==> src/hdl/sqe_pkg.sv <==
// ----------------------------------------------------------------------------
// sqe_pkg
// Shared types and codes of the stack/queue engine: operation codes, status
// codes, the controller state type and the default store depth.
// ----------------------------------------------------------------------------
package sqe_pkg;

    localparam int SQE_DEPTH   = 32;
    localparam int DATA_W      = 32;
    localparam int OP_W        = 3;
    localparam int STATUS_W    = 2;
    localparam int S_TDATA_W   = 40;

    typedef logic [OP_W-1:0]     op_t;
    typedef logic [STATUS_W-1:0] status_t;

    localparam op_t OP_PUSH      = 3'd0;
    localparam op_t OP_PRINT_ALL = 3'd1;
    localparam op_t OP_PEEK      = 3'd2;
    localparam op_t OP_POP       = 3'd3;
    localparam op_t OP_SWAP      = 3'd4;

    localparam status_t STAT_OK    = 2'd0;
    localparam status_t STAT_EMPTY = 2'd1;
    localparam status_t STAT_SHORT = 2'd2;
    localparam status_t STAT_FULL  = 2'd3;

    typedef enum logic [2:0] {
        ST_IDLE,
        ST_PEEK,
        ST_SWAP_A,
        ST_SWAP_B,
        ST_SWAP_C,
        ST_PRINT,
        ST_RESP
    } sqe_state_t;

endpackage

==> src/hdl/sqe_ram.sv <==
// ----------------------------------------------------------------------------
// sqe_ram
// Generic single-clock RAM with one write port and one registered read port.
// ----------------------------------------------------------------------------
module sqe_ram #(
    parameter int WIDTH = 32,
    parameter int DEPTH = 32
) (
    input  logic                     aclk,
    input  logic                     wr_en,
    input  logic [$clog2(DEPTH)-1:0] wr_addr,
    input  logic [WIDTH-1:0]         wr_data,
    input  logic [$clog2(DEPTH)-1:0] rd_addr,
    output logic [WIDTH-1:0]         rd_data
);

    logic [WIDTH-1:0] mem [DEPTH];

    always_ff @(posedge aclk) begin
        if (wr_en) begin
            mem[wr_addr] <= wr_data;
        end
        rd_data <= mem[rd_addr];
    end

endmodule

==> src/hdl/stack_queue_engine.sv <==
// ----------------------------------------------------------------------------
// stack_queue_engine
// Bounded stack/queue of signed 32-bit values kept in a circular buffer RAM.
// ----------------------------------------------------------------------------
// The engine keeps up to DEPTH signed 32-bit entries in a synchronous RAM used
// as a circular buffer, with a head pointer (the front entry) and an entry
// count in registers. Pop, peek and swap work on the front entry. A push adds
// the value at the front when queue_mode is 0 (stack) or at the back when it
// is 1 (queue); pop drops the front entry, peek returns it, swap exchanges the
// two front entries, and print-all returns every entry from front to back
// with tlast on the back one. Every other operation returns a single status
// item with tlast set. Faults (empty store, fewer than two entries for swap,
// push into a full store) come back as status codes and change nothing. One
// item is in work at a time; the input is ready again as soon as the last
// result has been moved into the output register, even if that result still
// waits. The RAM has one read port, one write port and a registered read
// port. A swap reads the front entry at acceptance, then the second entry,
// writes both back and returns the status item; print-all reads one entry
// per cycle while the output does not stall. No clearing pass is needed
// after reset: only entries below the count are ever read.
// queue_mode is written through the cfg channel, which is always ready, and
// must only be changed while the engine is idle.
module stack_queue_engine
#(
    parameter int DEPTH = sqe_pkg::SQE_DEPTH
) (
    input  logic                         aclk,
    input  logic                         aresetn,

    // s_tdata: operation [2:0], push_value [34:3], zero fill [39:35]
    input  logic                         s_tvalid,
    output logic                         s_tready,
    input  logic [sqe_pkg::S_TDATA_W-1:0] s_tdata,

    // m_tdata: data [31:0]
    output logic                         m_tvalid,
    input  logic                         m_tready,
    output logic [sqe_pkg::DATA_W-1:0]   m_tdata,
    // m_tuser: status [1:0]
    output logic [sqe_pkg::STATUS_W-1:0] m_tuser,
    output logic                         m_tlast,

    // cfg_data: queue_mode [0]
    input  logic                         cfg_valid,
    output logic                         cfg_ready,
    input  logic                         cfg_data
);

    import sqe_pkg::*;

    localparam int PTR_W = $clog2(DEPTH);
    localparam int CNT_W = $clog2(DEPTH + 1);
    localparam int SUM_W = CNT_W + 1;

    // Front-relative offset to physical slot. Both terms are below DEPTH, so
    // one conditional subtract wraps the sum.
    function automatic logic [PTR_W-1:0] slot_at(input logic [PTR_W-1:0] head,
                                                 input logic [CNT_W-1:0] off);
        logic [SUM_W-1:0] sum;
        sum = SUM_W'(head) + SUM_W'(off);
        if (sum >= SUM_W'(DEPTH)) begin
            sum = sum - SUM_W'(DEPTH);
        end
        return sum[PTR_W-1:0];
    endfunction

    // Control and payload registers.
    sqe_state_t         state_reg, state_next;
    logic [PTR_W-1:0]   head_reg, head_next;
    logic [CNT_W-1:0]   count_reg, count_next;
    logic [CNT_W-1:0]   idx_reg, idx_next;
    logic               mode_reg;
    logic [DATA_W-1:0]  tmp_reg, tmp_next;
    status_t            resp_status_reg, resp_status_next;
    logic               m_valid_reg, m_valid_next;
    logic [DATA_W-1:0]  m_data_reg, m_data_next;
    status_t            m_status_reg, m_status_next;
    logic               m_last_reg, m_last_next;

    // RAM port signals.
    logic               ram_we;
    logic [PTR_W-1:0]   ram_waddr;
    logic [DATA_W-1:0]  ram_wdata;
    logic [PTR_W-1:0]   ram_raddr;
    logic [DATA_W-1:0]  ram_rdata;

    // Decoded input item and helpers.
    op_t                in_op;
    logic [DATA_W-1:0]  in_value;
    logic               s_accept;
    logic               out_free;
    logic               is_full;
    logic               is_empty;
    logic               print_last;
    logic [PTR_W-1:0]   head_dec;
    logic [PTR_W-1:0]   slot_second;

    assign in_op       = s_tdata[OP_W-1:0];
    assign in_value    = s_tdata[OP_W+DATA_W-1:OP_W];
    assign s_tready    = (state_reg == ST_IDLE);
    assign s_accept    = s_tvalid && s_tready;
    assign out_free    = !m_valid_reg || m_tready;
    assign is_full     = (count_reg == CNT_W'(DEPTH));
    assign is_empty    = (count_reg == '0);
    assign print_last  = (idx_reg == count_reg - CNT_W'(1));
    assign head_dec    = (head_reg == '0) ? PTR_W'(DEPTH - 1) : head_reg - PTR_W'(1);
    assign slot_second = slot_at(head_reg, CNT_W'(1));

    assign cfg_ready = 1'b1;
    assign m_tvalid  = m_valid_reg;
    assign m_tdata   = m_data_reg;
    assign m_tuser   = m_status_reg;
    assign m_tlast   = m_last_reg;

    // Next-state logic: sequencing, pointers and the output register.
    always_comb begin
        state_next       = state_reg;
        head_next        = head_reg;
        count_next       = count_reg;
        idx_next         = idx_reg;
        tmp_next         = tmp_reg;
        resp_status_next = resp_status_reg;
        m_valid_next     = m_valid_reg && !m_tready;
        m_data_next      = m_data_reg;
        m_status_next    = m_status_reg;
        m_last_next      = m_last_reg;

        case (state_reg)
            ST_IDLE: begin
                if (s_accept) begin
                    state_next       = ST_RESP;
                    resp_status_next = STAT_OK;
                    case (in_op)
                        OP_PUSH: begin
                            if (is_full) begin
                                resp_status_next = STAT_FULL;
                            end else begin
                                if (!mode_reg) begin
                                    head_next = head_dec;
                                end
                                count_next = count_reg + CNT_W'(1);
                            end
                        end
                        OP_PRINT_ALL: begin
                            if (is_empty) begin
                                resp_status_next = STAT_EMPTY;
                            end else begin
                                idx_next   = '0;
                                state_next = ST_PRINT;
                            end
                        end
                        OP_PEEK: begin
                            if (is_empty) begin
                                resp_status_next = STAT_EMPTY;
                            end else begin
                                state_next = ST_PEEK;
                            end
                        end
                        OP_POP: begin
                            if (is_empty) begin
                                resp_status_next = STAT_EMPTY;
                            end else begin
                                head_next  = slot_second;
                                count_next = count_reg - CNT_W'(1);
                            end
                        end
                        OP_SWAP: begin
                            if (count_reg < CNT_W'(2)) begin
                                resp_status_next = STAT_SHORT;
                            end else begin
                                state_next = ST_SWAP_A;
                            end
                        end
                        default: begin
                            resp_status_next = STAT_OK;
                        end
                    endcase
                end
            end
            ST_PEEK: begin
                if (out_free) begin
                    m_valid_next  = 1'b1;
                    m_data_next   = ram_rdata;
                    m_status_next = STAT_OK;
                    m_last_next   = 1'b1;
                    state_next    = ST_IDLE;
                end
            end
            ST_SWAP_A: begin
                tmp_next   = ram_rdata;
                state_next = ST_SWAP_B;
            end
            ST_SWAP_B: begin
                state_next = ST_SWAP_C;
            end
            ST_SWAP_C: begin
                resp_status_next = STAT_OK;
                state_next       = ST_RESP;
            end
            ST_PRINT: begin
                if (out_free) begin
                    m_valid_next  = 1'b1;
                    m_data_next   = ram_rdata;
                    m_status_next = STAT_OK;
                    m_last_next   = print_last;
                    if (print_last) begin
                        state_next = ST_IDLE;
                    end else begin
                        idx_next = idx_reg + CNT_W'(1);
                    end
                end
            end
            ST_RESP: begin
                if (out_free) begin
                    m_valid_next  = 1'b1;
                    m_data_next   = '0;
                    m_status_next = resp_status_reg;
                    m_last_next   = 1'b1;
                    state_next    = ST_IDLE;
                end
            end
            default: begin
                state_next = ST_IDLE;
            end
        endcase
    end

    // RAM access control. The RAM read is registered, so the read address is
    // set before the cycle in which the state consumes the data.
    always_comb begin
        ram_we    = 1'b0;
        ram_waddr = head_reg;
        ram_wdata = in_value;
        ram_raddr = head_reg;

        case (state_reg)
            ST_IDLE: begin
                if (s_accept && (in_op == OP_PUSH) && !is_full) begin
                    ram_we    = 1'b1;
                    ram_waddr = mode_reg ? slot_at(head_reg, count_reg) : head_dec;
                    ram_wdata = in_value;
                end
            end
            ST_SWAP_A: begin
                ram_raddr = slot_second;
            end
            ST_SWAP_B: begin
                // The second entry has just been read; it becomes the front.
                ram_we    = 1'b1;
                ram_waddr = head_reg;
                ram_wdata = ram_rdata;
            end
            ST_SWAP_C: begin
                ram_we    = 1'b1;
                ram_waddr = slot_second;
                ram_wdata = tmp_reg;
            end
            ST_PRINT: begin
                // Hold the address while the output stalls so the read data
                // stays valid; step to the next entry once it is taken.
                if (out_free && !print_last) begin
                    ram_raddr = slot_at(head_reg, idx_reg + CNT_W'(1));
                end else begin
                    ram_raddr = slot_at(head_reg, idx_reg);
                end
            end
            default: begin
                ram_raddr = head_reg;
            end
        endcase
    end

    always_ff @(posedge aclk) begin
        if (!aresetn) begin
            state_reg   <= ST_IDLE;
            head_reg    <= '0;
            count_reg   <= '0;
            mode_reg    <= 1'b0;
            m_valid_reg <= 1'b0;
        end else begin
            state_reg   <= state_next;
            head_reg    <= head_next;
            count_reg   <= count_next;
            m_valid_reg <= m_valid_next;
            if (cfg_valid && cfg_ready) begin
                mode_reg <= cfg_data;
            end
        end
    end

    always_ff @(posedge aclk) begin
        idx_reg         <= idx_next;
        tmp_reg         <= tmp_next;
        resp_status_reg <= resp_status_next;
        m_data_reg      <= m_data_next;
        m_status_reg    <= m_status_next;
        m_last_reg      <= m_last_next;
    end

    sqe_ram #(
        .WIDTH (DATA_W),
        .DEPTH (DEPTH)
    ) u_entries (
        .aclk    (aclk),
        .wr_en   (ram_we),
        .wr_addr (ram_waddr),
        .wr_data (ram_wdata),
        .rd_addr (ram_raddr),
        .rd_data (ram_rdata)
    );

`ifndef NO_ASSERTIONS
    // The count never exceeds the store size.
    a_count_bound: assert property (@(posedge aclk) disable iff (!aresetn)
        count_reg <= CNT_W'(DEPTH))
        else $error("entry count above depth");

    // The head pointer stays inside the buffer.
    a_head_bound: assert property (@(posedge aclk) disable iff (!aresetn)
        SUM_W'(head_reg) < SUM_W'(DEPTH))
        else $error("head pointer out of range");

    // Read-only operations never write the RAM.
    a_no_write_on_read: assert property (@(posedge aclk) disable iff (!aresetn)
        ((state_reg == ST_PRINT) || (state_reg == ST_PEEK)) |-> !ram_we)
        else $error("RAM written during peek or print");

    // The store does not change while it is being printed.
    a_print_stable: assert property (@(posedge aclk) disable iff (!aresetn)
        (state_reg == ST_PRINT) |=> ($stable(count_reg) && $stable(head_reg)))
        else $error("store changed during print");

    // A swap runs its second read and both write-backs without a break.
    a_swap_sequence: assert property (@(posedge aclk) disable iff (!aresetn)
        (state_reg == ST_SWAP_A) |=> (state_reg == ST_SWAP_B) ##1 (state_reg == ST_SWAP_C))
        else $error("swap sequence broken");
`endif

endmodule

==> config.mk <==
export PLATFORM = sky130hd
export DESIGN_NAME = stack_queue_engine
export DESIGN_NICKNAME = d
export VERILOG_FILES = /design/src/hdl/sqe_pkg.sv /design/src/hdl/sqe_ram.sv /design/src/hdl/stack_queue_engine.sv
export SDC_FILE = /design/constraint.sdc
export NUM_CORES = 1
export LEC_CHECK = 0
export BUFFER_PORTS_ARGS = -buffer_cell sky130_fd_sc_hd__buf_2
export CAP_MARGIN = 5
export CORE_ASPECT_RATIO = 0.75
export CORE_UTILIZATION = 63
export DETAILED_ROUTE_END_ITERATION = 6
export GPL_TIMING_DRIVEN = 0
export PLACE_DENSITY = 0.8
export SYNTH_ARGS = -nofsm -noshare
export SYNTH_HDL_FRONTEND = slang
export SYNTH_SLANG_ARGS = --single-unit
==> constraint.sdc <==
create_clock -name aclk -period 6.4 [get_ports aclk]
set_input_delay 0.32 -clock aclk [delete_from_list [all_inputs] [get_ports aclk]]
set_output_delay 0.32 -clock aclk [all_outputs]
set_load 0.02 [all_outputs]
==> flow_summary.toml <==
[yosys]
synthesis.yosys.warnings = 0
synthTopCellsByArea = "sky130_fd_sc_hd__edfxtp_1, sky130_fd_sc_hd__mux2i_1, sky130_fd_sc_hd__dfxtp_1"
synth_cell_type_count = 70
yosys-top-cells-count = "sky130_fd_sc_hd__edfxtp_1, sky130_fd_sc_hd__mux2i_1, sky130_fd_sc_hd__nand2_1"
cell_with_the_most_instances_after_synthesis = "sky130_fd_sc_hd__edfxtp_1"
share_of_the_synthesized_area_in_the_top_cell_type_pct = 69.3
synthesis.nets = 2840
register_bit_total_from_synthesis = 1147
synth_edf_count = 1099
synthArstFlopShare_pct = 0
syn_area_sq_um = 47600
synth_top_cell_by_area = "sky130_fd_sc_hd__edfxtp_1"
avgSynthCellArea_sq_um = 17.1
main_flop_type_after_synthesis = "sky130_fd_sc_hd__edfxtp_1"
synth_cells = 2779
synth_seq_area_share_pct = 71.3

[cells_and_area]
num-nets-final = 3059
area.growth.synth_to_final_pct = 12.9
final_layout_size_suffix_gt1_share_pct = 14.5
largest_register_ffs = 1024
top_register = "u_entries.mem"
sequential_cell_area_sq_um = 34000
multi_input_comb_area_sq_um = 12900
antenna_cells_inserted = 0
n_fill_cell = 4388
utilization_pct = 72.5

[place]
detailedPlacementHpwl_um = 81300
pre_cts_slack_ps = 7.85
place.gp.congestion = 0.906
port-buffer-count = 74

[clock_tree]
cts_tree = "built"
clkSinkCount = 1147
clockBufferDepth = 3
total_cts_buffers = 104
worstSkewPairLatency_ps = 690
clock_tree.root_cell = "sky130_fd_sc_hd__clkbuf_16"
clkSlewWorstSetupHoldPaths_ps = 70
cts_max_level = 3

[detailed_routing]
post_drt_wl_per_cell_um = 30.3
drt_pre_antenna_iters = 6
route.antenna.remaining_nets = 0
totalWireLength_um = 123000
vias_per_cell = 6.60
detail_route.drc_violations = 0
vias_after_detailed_routing = 26800
violation_count_after_the_first_detailed_routing_iteration = 4018

[power_and_ir_drop]
overall_power_after_layout_mw = 24.6
p_per_area_nw_per_um2 = 457
p_leak_nw = 22.2
irDropWorstVdd_v = 0.000274

[sta]
totalNegativeSetupSlack_ps = 0
layout_min_cycle_time_ps = 6250
rsz0062_at_grt = "no"
final-setup-viol-count = 0
crit_share_post_route_pct = 97.7
final_hold_viol_count = 0
fmax_mhz = 160
max_slew.worst_pin.slew_ps = 1330
fin_hold_ws_ps = 122
report.final.slew_viol_count = 0
worst_slew_margin_rel_pct = 11.1
post_route_worst_setup_slack_ps = 145
fin_worst_skew_ps = 14.5

[flow_run]
cap_viol_max_count = 0

[floorplan]
core_area_sq_um = 74100
io_pins = 84
initial_cell_density_of_the_core_pct = 64.2
die_w_um = 319
floorplan.die_area_sq_um = 76700
die_height_um = 240
std_cell_rows = 86

[worst_setup_path]
path_max_fanout = 10
timing.critical_path.slowest_cell_delay_ps = 830
cp_cell_sequence = "inv_1 -> ha_1 -> buf_2 -> xnor2_1 -> a21o_1 -> o22ai_1 -> nand3_2 -> nand2_1 -> mux2_2 -> fa_1 -> nor3b_1 -> o21ai_0 -> o221ai_1 -> clkbuf_1 -> buf_2 -> mux2i_1 -> mux2i_1 -> mux2i_1 -> mux2_2"
cp-start-kind = "flip-flop"
path_common_cell = "sky130_fd_sc_hd__mux2i_1"
timing_worst_setup_path_type = "reg -> reg"
cp.arrival_ps = 6820
end_kind = "flip-flop"
worst_path_max_delay_cell = "sky130_fd_sc_hd__clkbuf_1"
crit_required_ps = 6960

[global_routing]
global_route_wire_length_before_repair_um = 176000
grt_overflow = 0
antenna_found_initial = 3
grt_start_max_net_pins = 33
track_usage_pct = 32.2
number_of_global_route_vias_before_repair = 26200

[status]
status = "completed"

[hold_path]
worstHoldPathType = "in -> reg"
[layout by cell type, fill, tap and decap left out, types with 13 or more instances in the layout]
| cell | n |
|---|---|
| sky130_fd_sc_hd__xnor2_1 | 19 |
| sky130_fd_sc_hd__clkbuf_1 | 68 |
| sky130_fd_sc_hd__clkbuf_16 | 106 |
| sky130_fd_sc_hd__buf_16 | 21 |
| sky130_fd_sc_hd__a21oi_1 | 31 |
| sky130_fd_sc_hd__nor2_4 | 32 |
| sky130_fd_sc_hd__clkinv_2 | 17 |
| sky130_fd_sc_hd__mux2i_1 | 935 |
| sky130_fd_sc_hd__dfxtp_1 | 48 |
| sky130_fd_sc_hd__edfxtp_1 | 1099 |
| sky130_fd_sc_hd__clkinv_1 | 19 |
| sky130_fd_sc_hd__buf_2 | 125 |
| sky130_fd_sc_hd__ha_1 | 13 |
| sky130_fd_sc_hd__nand3_1 | 24 |
| sky130_fd_sc_hd__buf_4 | 30 |
| sky130_fd_sc_hd__buf_6 | 15 |
| sky130_fd_sc_hd__a22oi_1 | 34 |
| sky130_fd_sc_hd__mux2_2 | 33 |
| sky130_fd_sc_hd__nand2_1 | 116 |
| sky130_fd_sc_hd__and2_1 | 32 |
| sky130_fd_sc_hd__nor2_1 | 42 |
| sky130_fd_sc_hd__o21ai_0 | 15 |
| sky130_fd_sc_hd__buf_12 | 20 |
[where the power goes]
part | switching (mW) | internal, mW | total [mW]
clock network | 2.69 | 3.53 | 6.23
logic | 5.49 | 3.02 | 8.51
registers | 0.209 | 9.63 | 9.84
[layout make-up]
| type | instances | area share, % |
|---|---|---|
| plain buffers | 153 | 1.81 |
| clock buffers | 143 | 5.32 |
| clock inverters | 52 | 1.01 |
| inverters | 11 | 0.0768 |
| multi-input cells | 1468 | 24.0 |
| flip-flops and latches | 1147 | 63.1 |
| well taps | 968 | 2.25 |
| repair buffers | 113 | 2.38 |
[kinds of logic (layout without fill, tap and decap cells)]
kind of cell             Yosys count  in the layout  share of synthesized area [%]
AO/OA/AOI/OAI                    134            134                           1.92
XOR/XNOR                          31             31                          0.570
other                              1              1                        0.00788
adder cells (fa/ha/maj)           15             15                          0.426
flip-flops                      1147           1147                           71.3
buffers and inverters            164            472                           2.11
AND/OR/NAND/NOR                  319            319                           3.21
multiplexers                     968            968                           20.4
[layer usage]
| metal | GRT usage, % | vias to the layer above | part of all wire [%] |
|---|---|---|---|
| met5 | 0 | - | 0 |
| met4 | 11.8 | 0 | 3.7 |
| met3 | 6.62 | 302 | 11 |
| met2 | 48.2 | 1769 | 44 |
| met1 | 47.2 | 13500 | 41 |
| li1 | - | 11200 | - |
[critical path, delay by kind of cell, from the launching register on]
family	cells	cell delay (ps)
adders and majority gates	2	670
muxes	5	1440
xor gates and xnor gates	1	140
and+or+nand+nor	3	660
AOI/OAI and AO/OA	4	860
DFF	1	580
buffers and inverters	4	1760
[through the flow]
step / cells / area [sq um]
5_1_grt: 4055 / 53800
3_5_place_dp: 3857 / 50300
2_1_floorplan: 2779 / 47600
6_report: 4055 / 53800
3_3_place_gp: 3821 / 49200
4_1_cts: 4055 / 53800
[worst paths after layout]
path	start	slack (ps)	cells past startpoint	to
worst max-delay path	count_reg[1]	150	19	u_entries.rd_data[16]
worst min-delay path	s_tvalid	120	3	resp_status_reg[1]
worst max register to register	count_reg[1]	150	19	u_entries.rd_data[16]
worst min register to register	u_entries.rd_data[25]	460	0	tmp_reg[25]
[what timing repair did]
action	4_1_cts	5_1_grt
pin swaps	0	0
cloned	0	0
setup endpoints to repair	2	15
endpoints found under the hold margin	2	0
hold buffers	3	0
setup buffers	0	0
resized for setup	1	7
No activity file was read; power rests on OpenSTA's default activity.
